File: config.mk
export PLATFORM = sky130hd
export DESIGN_NAME = cbs_ctrl
export DESIGN_NICKNAME = d
export VERILOG_FILES = /design/src/cbs_pkg.sv /design/src/cbs_ctrl.sv
export SDC_FILE = /design/constraint.sdc
export NUM_CORES = 1
export LEC_CHECK = 0
export BUFFER_PORTS_ARGS = -buffer_cell sky130_fd_sc_hd__buf_2
export CELL_PAD_IN_SITES_DETAIL_PLACEMENT = 1
export CELL_PAD_IN_SITES_GLOBAL_PLACEMENT = 2
export CORE_ASPECT_RATIO = 0.9
export CORE_UTILIZATION = 34
export DETAILED_ROUTE_END_ITERATION = 10
export PLACE_DENSITY = 0.82
export REMOVE_ABC_BUFFERS = 1
export SETUP_SLACK_MARGIN = 0.02
export SKIP_LAST_GASP = 1
export SYNTH_ARGS = -nofsm -noshare
export SYNTH_HDL_FRONTEND = slang
export SYNTH_SLANG_ARGS = --single-unit
File: constraint.sdc
create_clock -name clk -period 4.88 [get_ports clk]
set_clock_uncertainty 0.2 [all_clocks]
set_input_delay 0.244 -clock clk [delete_from_list [all_inputs] [get_ports clk]]
set_output_delay 0.244 -clock clk [all_outputs]
set_load 0.03 [all_outputs]
File: src/cbs_pkg.sv
// Package for the Croston backcast seed unit: payload structs, status codes,
// controller/datapath command and status structs. No dependencies.
package cbs_pkg;

  typedef struct packed {
    logic signed [31:0] demand;
    logic               last_sample;
  } in_item_t;

  typedef struct packed {
    logic [30:0] level_seed;
    logic [24:0] interval_seed;
    logic [16:0] demand_probability;
    logic [1:0]  status;
  } out_item_t;

  localparam logic [1:0] ST_OK       = 2'd0;
  localparam logic [1:0] ST_FEW      = 2'd1;
  localparam logic [1:0] ST_NO_DEM   = 2'd2;
  localparam logic [1:0] ST_OVERFLOW = 2'd3;

  localparam logic [15:0] ALPHA_RESET = 16'd3277;
  localparam logic [16:0] ONE_Q15     = 17'd32768;
  localparam logic [16:0] PROB_ONE    = 17'd65536;
  localparam logic [24:0] INTERVAL_MAX = 25'h1FFFFFF;

  // controller to datapath
  typedef struct packed {
    logic load;        // store accepted sample, update sums
    logic seed_start;  // clear and start seed divisions
    logic div_step;    // one restoring step on both dividers
    logic pass_first;  // set read address to newest sample
    logic pass_read;   // issue read and advance address
    logic pass_upd;    // apply blend for the registered sample
    logic prob_start;  // load probability divider
    logic finish;      // latch result, clear window
  } cbs_cmd_t;

  // datapath to controller
  typedef struct packed {
    logic few;
    logic no_pos;
  } cbs_stat_t;

endpackage

File: src/cbs_ctrl.sv
// Controller of the Croston backcast seed unit: sequences load, seed
// division, backward pass, probability division and output. Uses cbs_pkg.
module cbs_ctrl #(
  parameter int CW = 9
) (
  input  logic               clk,
  input  logic               rst_n,
  input  logic               in_valid,
  output logic               in_stall,
  input  logic               in_last,
  input  logic               out_stall,
  output logic               out_valid,
  input  cbs_pkg::cbs_stat_t stat,
  input  logic [CW-1:0]      count,
  output cbs_pkg::cbs_cmd_t  cmd
);

  typedef enum logic [2:0] {S_LOAD, S_SEED, S_PASS, S_PDIV, S_DONE, S_OUT} state_t;
  state_t   state_r;
  logic [5:0] n_r;
  logic [CW-1:0] left_r;
  logic upd_r;
  logic acc;

  assign in_stall = state_r != S_LOAD;
  assign acc = in_valid && state_r == S_LOAD;

  always_comb begin
    cmd = '0;
    cmd.load = acc;
    unique case (state_r)
      S_LOAD: ;
      // load dividers once the closing sample has reached the sums
      S_SEED: begin
        cmd.seed_start = n_r == 6'd0;
        cmd.div_step = n_r != 6'd0 && n_r != 6'd49;
        cmd.pass_first = n_r == 6'd49;
      end
      S_PASS: begin
        cmd.pass_read = left_r != '0;
        cmd.pass_upd = upd_r;
        cmd.prob_start = left_r == '0 && !upd_r;
      end
      S_PDIV: cmd.div_step = 1'b1;
      S_DONE: cmd.finish = 1'b1;
      S_OUT: ;
      default: ;
    endcase
  end

  always_ff @(posedge clk) begin
    if (!rst_n) begin
      state_r <= S_LOAD; n_r <= '0; left_r <= '0; upd_r <= 1'b0; out_valid <= 1'b0;
    end else begin
      unique case (state_r)
        S_LOAD: if (acc && in_last) begin
          n_r <= '0;
          state_r <= S_SEED;
        end
        S_SEED: begin
          n_r <= n_r + 6'd1;
          if (n_r == 6'd49) begin
            if (stat.few || stat.no_pos) state_r <= S_DONE;
            else begin state_r <= S_PASS; left_r <= count; upd_r <= 1'b0; end
          end
        end
        S_PASS: begin
          upd_r <= left_r != '0;
          if (left_r != '0) left_r <= left_r - CW'(1);
          if (left_r == '0 && !upd_r) begin state_r <= S_PDIV; n_r <= '0; end
        end
        S_PDIV: begin
          n_r <= n_r + 6'd1;
          if (n_r == 6'd47) state_r <= S_DONE;
        end
        S_DONE: begin state_r <= S_OUT; out_valid <= 1'b1; end
        S_OUT: if (!out_stall) begin out_valid <= 1'b0; state_r <= S_LOAD; end
        default: state_r <= S_LOAD;
      endcase
    end
  end

endmodule

==> metrics.md, run 1 <==
| Metric | Value |
|---|---|
| Placed Instance Area | 1510 sq um |
| Grt total ovfl | 0 |
| CP startpoint kind | register |
| Status | finished clean |
| Synth Cell Area | 1410 sq um |
| CP top delay family | flip-flops |
| Leak | 0.605 nW |
| Clk buf depth | 2 |
| Routed WL | 4060 um |
| Router iterations before antenna repair | 4 |
| Largest net degree at the start of global routing | 20 |
| Diodes inserted | 0 |
| Clock root buffer | clkbuf_8 |
| WP data required | 4.44 ns |
| Reg2reg start | state_r[2] |
| Cts repair resizes | 0 |
| Hold_buf cts | 0 |
| Pins over their slew limit | 0 |
| CTS tree | built |
| First-pass GRT wire length | between 6000 and 7000 um |
| Reg2reg setup slack | roughly 2.3 ns |
| Yosys cell types | 49 |
| Pwr Density | 266 nW/um^2 |
| Clk sinks | 20 |
| Post-CTS Setup Bufs | 0 |
| Reg2reg end | left_r[0] |
| Skew-Pair Late Insertion Delay | 0.26 ns |
| Antenna violations before repair | 0 |
| Worst Hold Class | input pin to register |
| Fmax | 358 MHz |
| GRT Overall Usage | 0.196 |
| First DRT Iteration DRCs | 79 |
| Total die area | 4410 sq um |
| Die height | 63.1 um |
| Setup repair after global routing missed its margin | false |
| Via count | 1467 |
| Clock transition at path regs | around 0.080 ns |
| Number of max-cap violations | 0 |
| Final setup viols | 0 |
| Vias in the first global route | 1419 |
| Ports | 26 |
| Drt drc | 0 |
| Final Cell Area | 1560 sq um |
| Final Hold Vio Count | 0 |
| Hold endpoint | out_valid |
| Ys flop type | dfxtp_1 |
| CP max stage cell | dfxtp_1 |
| Flop and latch count out of synthesis | 20 |
| Site Rows | 21 |
| Vias per inst | 6.04 |
| Largest fanout on the critical path | 19 |
| PortBufs | 25 |
| Final worst path period need | ~2.8 ns |
| H-tree Lvls | 1 |
| Syn Area/Cell | 7.71 sq um |
| Hold_sp | out_stall |
| Final net count | 219 |
| Initial Utilization | 0.368 |
| FF-to-FF path depth | 5 |
| Post-Synthesis Cells | roughly 180 |
| Post-synth EDFFs | 0 |
| Fin crit share | 0.572 |
| DP HPWL | 3030 um |
| Setup TNS Final | 0 ns |
| Critical path arrival | 2.35 ns |
| CTS Buf Count | 3 |
| Die Wd | 69.9 um |
| Fraction of registers with async set/reset | 0 |
| Crit end category | output port |
| Setup Crit Path Kind | register to output port |
| Crit-path cells | or3b_1 -> a21o_1 -> clkinv_8 -> buf_2 |
| Post-DR wirelength/cell | 16.7 um |
| Most instantiated cells after synthesis | a21oi_1, dfxtp_1, nand2_1 |
| Yosys top cell by area | dfxtp_1 |
| Rel. slew slack | 0.259 |
| Core footprint | 3840 sq um |
| Buf+Inv Stages, Crit Path | 2 |
| Total power | between 0.4 and 0.5 mW |
| Routed Antenna Nets | 0 |
| Synth Warn # | 0 |
| Share of post-route cells with drive strength above 1 | 0.193 |
| Synth top area cells | dfxtp_1, a21oi_1, nand2_1, nor2_1, ha_1 |
| Hold path depth | 3 |
| Sequential-to-total area share from yosys stat | 0.284 |
| CP peak stage delay | approximately 0.73 ns |
| VDD IR max | 0.0995 mV |
| Least-Margin Pin Slew | around 1.1 ns |
| Synth-to-Final Area Change | 10.2% |
| Final GP Congestion | 0.818 |
| Top cell type's share of synthesized area | 0.284 |
==> placed cells by master, fill, tap and decap left out, types with 3 or more instances in the layout <==
cell	instances
clkbuf_8	3
o21ai_0	5
dfxtp_1	20
nand2_1	16
ha_1	4
a21oi_1	20
o32ai_1	5
a31oi_1	4
nor3_1	10
and3_1	4
nand3_1	10
and2_1	3
inv_1	11
nor3b_1	3
o21a_1	3
buf_2	25
nor2_1	15
==> per-stage QoR <==
step | cells | util | hold WS, ns | setup WS [ns]
floorplan | 169 | - | 0.161 | 2.63
global placement | 240 | 0.395 | 0.283 | 2.39
detailed placement | 240 | 0.395 | 0.297 | 2.35
CTS | 243 | 0.405 | 0.109 | 2.09
global route | 243 | 0.405 | 0.122 | 1.92
finish | 243 | 0.405 | 0.109 | 2.09
==> area by class of cell <==
| type | instances | area (sq um) |
|---|---|---|
| clock buffer | 3 | 41.3 |
| fill | 483 | 2280 |
| inverter | 12 | 57.6 |
| multi-input combinational | 137 | 873 |
| sequential | 20 | 400 |
| tap | 46 | 57.6 |
| timing repair buffer | 25 | 125 |
==> cells by family (layout without fill, tap and decap cells) <==
family / count (synthesis) / count (layout) / synth area share
buffers and inverters: 26 / 40 / 0.0975
AND/OR/NAND/NOR: 74 / 74 / 0.291
AO/OA/AOI/OAI: 57 / 57 / 0.277
multiplexers: 2 / 2 / 0.0151
adder cells (fa/ha/maj): 4 / 4 / 0.0355
flip-flops: 20 / 20 / 0.284
==> where the power goes <==
group          switching [mW]  leakage (nW)  internal, mW  total (mW)
Combinational          0.0795         0.422        0.0406       0.120
Sequential             0.0144         0.162         0.168       0.183
Clock                  0.0561        0.0216        0.0550       0.111
Total                   0.150         0.605         0.264       0.414
==> routing by layer <==
layer | track usage | vias to the layer above | share of wire
met3 | 0.0368 | 2 | 0.042
met4 | 0.0300 | 0 | 0.0044
met2 | 0.302 | 31 | 0.44
met1 | 0.289 | 725 | 0.51
li1 | - | 709 | -
met5 | 0 | - | 0
==> registers in the layout, indices dropped and copies added (netlist names) <==
signal and flops:
state_r 3, left_r 9, n_r 6, out_valid 1
upd_r 1
==> how the worst max path moves through the flow <==
stage	startpoint	end	slack (ns)	depth (start not counted)
after global placement	state_r[2]	left_r[0]	2.39	5
after global routing	state_r[2]	cmd[3]	1.92	4
after detailed placement	state_r[2]	left_r[0]	2.35	5
after CTS	state_r[2]	cmd[3]	2.09	4
after floorplan	state_r[1]	cmd[1]	2.63	2
final	state_r[2]	cmd[3]	2.09	4
==> tightest hold or removal path, cell delays in order <==
cell and delay (ns):
buf_2 0.09, o21a_1 0.11, o21a_1 0.09
Power figures use the tool's default switching activity.
==> run 2: changes to the inputs <==
CORE_UTILIZATION = 31   (was 34)
PLACE_DENSITY = 0.76   (was 0.82)
clock period = 2.83 ns   (was 4.88 ns; I/O delays follow)
==> metrics.md, run 2 (synthesis results as in run 1) <==
| Metric | Value |
|---|---|
| CTS Buf Count | 3 |
| Status | finished with violations |
| Via count | 1460 |
| Reg2reg end | state_r[1] |
| Total die area | 4830 sq um |
| Fin Hold WS | -0.00317 ns |
| Post-CTS Setup Bufs | 0 |
| Cts repair resizes | 0 |
| Final worst path period need | 2.32 ns |
| Hold endpoint | out_valid |
| Hold_buf cts | 0 |
| First DRT Iteration DRCs | 144 |
| Post-DR wirelength/cell | roughly 16 um |
| Crit end category | output port |
| Reg2reg start | left_r[0] |
| Die height | ~66 um |
| Largest registers | left_r (9), n_r (6), state_r (3) |
| Routed WL | 4160 um |
| Failing checks | hold timing |
| Final setup viols | 0 |
| Routed Antenna Nets | 0 |
| Least-Margin Pin Slew | 0.811 ns |
| Drt drc | 0 |
| Initial Utilization | 0.335 |
| Rel. slew slack | 0.454 |
| GRT Overall Usage | 0.191 |
| Hold_sp | out_stall |
| Most common cell after layout, fill and taps aside | buf_2 |
| Final Hold Vio Count | 1 |
| Worst Hold Class | input pin to register |
| Commonest non-fill, non-tap cells in the layout | buf_2, a21oi_1, dfxtp_1 |
| Synth-to-Final Area Change | 14.0% |
| CTS tree | built |
| Flop pwr share | 0.413 |
| Antenna violations before repair | 0 |
| Diodes inserted | 0 |
| Fmax | 432 MHz |
| Router iterations before antenna repair | 4 |
| Ports | 26 |
| PortBufs | 25 |
| Share of post-route cells with drive strength above 1 | 0.209 |
| Largest register by flop count | left_r |
| Pwr Density | 474 nW/um^2 |
| Reg2reg setup slack | roughly 0.61 ns |
| Final GP Congestion | 0.794 |
| Fin crit share | 0.818 |
| Reported net switching power | 0.272 mW |
| Site Rows | 22 |
| Grt total ovfl | 0 |
| First-pass GRT wire length | ~7100 um |
| Critical path arrival | slightly below 2 ns |
| P_int | 0.491 mW |
| H-tree Lvls | 1 |
| Core footprint | roughly 4200 sq um |
| Clock network fraction of total power | 0.301 |
| Clock root buffer | clkbuf_8 |
| VDD IR max | 0.161 mV |
| Total power | approximately 0.76 mW |
| Skew-Pair Late Insertion Delay | 0.26 ns |
| FF-to-FF path depth | 6 |
| Setup Crit Path Kind | register to output port |
| Largest fanout on the critical path | 10 |
| Final net count | 222 |
| Gate power share | 0.286 |
| DP HPWL | between 3000 and 4000 um |
| CP startpoint kind | register |
| Sw frac | 0.356 |
| Die Wd | approximately 73 um |
| Leak | around 0.63 nW |
| WP data required | approximately 2.5 ns |
| Pins over their slew limit | 0 |
| Hold path depth | 3 |
| Setup TNS Final | 0 ns |
| Vias per inst | around 5.6 |
| Number of max-cap violations | 0 |
| Largest net degree at the start of global routing | 18 |
| Post-layout util | 0.382 |
| Vias in the first global route | 1499 |
| Clock transition at path regs | 0.08 ns |
| Largest register FFs | 9 |
| Setup repair after global routing missed its margin | false |
| Clk sinks | 20 |
| Clk buf depth | 2 |
run 2: final cells by class:
type / instances / area [sq um]
fillers: 542 / 2600
multi-input cells: 137 / 873
flip-flops and latches: 20 / 400
repair buffers: 28 / 148
well taps: 60 / 75.1
inverters: 12 / 57.6
clock buffers: 4 / 55.1
run 2: metrics by stage:
step / setup slack (ns) / instances / hold WS, ns / instance area [sq um]
floorplan: 0.669 / 169 / 0.0590 / 1330
CTS: 0.512 / 261 / 0.0000578 / 1610
detailed placement: 0.608 / 257 / 0.275 / 1550
global route: 0.346 / 261 / 0.0201 / 1610
global placement: 0.648 / 257 / 0.266 / 1550
finish: 0.514 / 261 / -0.00317 / 1610
run 2: per-layer routing:
layer,global-route usage,vias to the layer above,share of wire
met1,0.262,713,0.51
li1,-,715,-
met3,0.0259,4,0.039
met4,0.0466,0,0.0087
met2,0.314,28,0.45
met5,0,-,0
run 2: critical path: stages, from the launching register on:
cell,delay [ns]
dfxtp_1,0.35
inv_1,0.07
ha_1,0.19
nor4b_2,0.32
a21o_1,0.50
clkinv_8,0.09
buf_2,0.19
run 2: power by group through the flow:
stage | combinational [mW] | sequential [mW] | clock, mW
after floorplan | 0.144 | 0.314 | 0
after global placement | 0.214 | 0.320 | 0
after detailed placement | 0.219 | 0.322 | 0
after CTS | 0.220 | 0.316 | 0.235
after global routing | 0.241 | 0.319 | 0.246
final | 0.218 | 0.315 | 0.230
run 2: how the worst max path moves through the flow:
stage / start / to / slack, ns / cells past startpoint
after floorplan: state_r[1] / left_r[4] / 0.67 / 5
after global placement: left_r[0] / state_r[1] / 0.65 / 6
after detailed placement: left_r[0] / state_r[1] / 0.61 / 6
after CTS: left_r[0] / cmd[3] / 0.51 / 6
after global routing: left_r[0] / cmd[3] / 0.35 / 6
final: left_r[0] / cmd[3] / 0.51 / 6
==> run 3: changes to the inputs <==
CORE_UTILIZATION = 28   (was 31)
PLACE_DENSITY = 0.72   (was 0.76)
clock period = 1.9 ns   (was 2.83 ns; I/O delays follow)
==> metrics.md, run 3 (synthesis results as in run 1) <==
| Metric | Value |
|---|---|
| Status | finished with violations |
| Failing checks | setup timing |
| Post-layout util | 0.425 |
| Routed WL | 5050 um |
| Vias in the first global route | 1633 |
| WP data required | approximately 1.6 ns |
| Most common cell after layout, fill and taps aside | buf_4 |
| Setup Crit Path Kind | register to output port |
| CTS Buf Count | 3 |
| Reg2reg setup slack | -0.05 ns |
| Routed Antenna Nets | 0 |
| Vias per inst | 5.44 |
| Hold_sp | count[6] |
| First-pass GRT wire length | 7940 um |
| Total die area | approximately 5300 sq um |
| Ports | 26 |
| Final Non-Filler Cells | 302 |
| H-tree Lvls | 1 |
| Number of max-cap violations | 0 |
| Commonest non-fill, non-tap cells in the layout | buf_4, buf_2, a21oi_1 |
| Router iterations before antenna repair | 4 |
| Fillers | 599 |
| PortBufs | 25 |
| Setup repair after global routing missed its margin | true |
| Rel. slew slack | 0.618 |
| Fin crit share | 1.03 |
| Final worst path period need | around 2 ns |
| Clk buf depth | 2 |
| Clock transition at path regs | 0.08 ns |
| Hold endpoint | left_r[6] |
| DP HPWL | between 3000 and 4000 um |
| Grt total ovfl | 0 |
| Clock root buffer | clkbuf_8 |
| Largest register FFs | 9 |
| Clk sinks | 20 |
| CTS tree | built |
| Core footprint | 4830 sq um |
| Fin Hold WS | 0.0508 ns |
| CP Launch Point | left_r[1] |
| Leak | around 0.87 nW |
| Pins over their slew limit | 0 |
| Via count | 1644 |
| CP startpoint kind | register |
| FF-to-FF path depth | 7 |
| GRT Overall Usage | 0.184 |
| Initial Utilization | 0.292 |
| Reg2reg end | state_r[1] |
| Site Rows | 24 |
| Share of post-route cells with drive strength above 1 | 0.392 |
| Final GP Congestion | 0.820 |
| Placed insts | ~290 |
| Least-Margin Pin Slew | ~0.57 ns |
| Reg2reg start | left_r[1] |
| Largest net degree at the start of global routing | 18 |
| Final net count | 259 |
| Critical path arrival | ~1.7 ns |
| Antenna violations before repair | 0 |
| Die height | 69.4 um |
| Pwr Density | 572 nW/um^2 |
| DP Worst Slack | -0.106 ns |
| Final Hold Vio Count | 0 |
| Fmax | 509 MHz |
| Final WS setup | -0.0660 ns |
| First DRT Iteration DRCs | 64 |
| Skew-Pair Late Insertion Delay | 0.27 ns |
| Largest fanout on the critical path | 4 |
| VDD IR max | about 0.24 mV |
| Hold path depth | 3 |
| Largest register by flop count | left_r |
| Synth-to-Final Area Change | 45.7% |
| Worst Hold Class | input pin to register |
| Diodes inserted | 0 |
| Final setup viols | 5 |
| Die Wd | 76.8 um |
| Drt drc | 0 |
| Largest registers | left_r (9), n_r (6), state_r (3) |
| Post-DR wirelength/cell | around 17 um |
| Crit end category | output port |
-- run 3: per-layer routing --
metal / share of wire / GRT usage / up-vias / wire, um
li1: - / - / 783 / -
met1: 0.48 / 0.260 / 813 / 2430
met2: 0.47 / 0.293 / 40 / 2370
met3: 0.034 / 0.0224 / 8 / 173
met4: 0.015 / 0.0513 / 0 / 75
met5: 0 / 0 / - / 0
-- run 3: worst max-delay path: stages (launching register included) --
cell	delay, ns
dfxtp_2	0.34
inv_2	0.08
ha_4	0.15
nor4b_4	0.24
a21o_1	0.19
buf_12	0.13
clkinv_8	0.05
buf_6	0.10
buf_6	0.12
-- run 3: repair_timing --
action,4_1_cts,5_1_grt
resized for setup,21,17
gates cloned,0,1
hold endpoints to repair,6,0
hold buffers,6,0
setup buffers,4,3
pin swaps,3,3
endpoints found under the setup margin,14,14
-- run 3: per-stage QoR --
step                area, sq um  TNS, ns  power, mW
floorplan                  1330    -1.96      0.682
global placement           1750   -0.129      0.828
detailed placement         1750   -0.772      0.834
CTS                        1940  -0.0398       1.16
global route               2060   -0.768       1.23
finish                     2060   -0.238       1.18
-- run 3: cell type report --
type / instances / area (sq um) / area share
tap: 65 / 81.3 / 0.0396
clock buffer: 3 / 41.3 / 0.0201
sequential: 20 / 407 / 0.198
inverter: 12 / 57.6 / 0.0280
multi-input combinational: 137 / 958 / 0.466
timing repair buffer: 65 / 510 / 0.248
-- run 3: worst max path at each step --
stage,end,slack (ns)
after floorplan,left_r[4],-0.26
after global placement,state_r[1],-0.04
after detailed placement,left_r[0],-0.11
after CTS,n_r[5],-0.02
after global routing,n_r[5],-0.17
final,cmd[3],-0.07
-- run 3: power breakdown --
| group | leakage (nW) | internal, mW | total [mW] | switching, mW |
|---|---|---|---|---|
| Clock | 0.0216 | 0.142 | 0.301 | 0.159 |
| Sequential | 0.164 | 0.434 | 0.444 | 0.0103 |
| Combinational | 0.683 | 0.172 | 0.431 | 0.260 |
| Total | 0.869 | 0.747 | 1.18 | 0.429 |
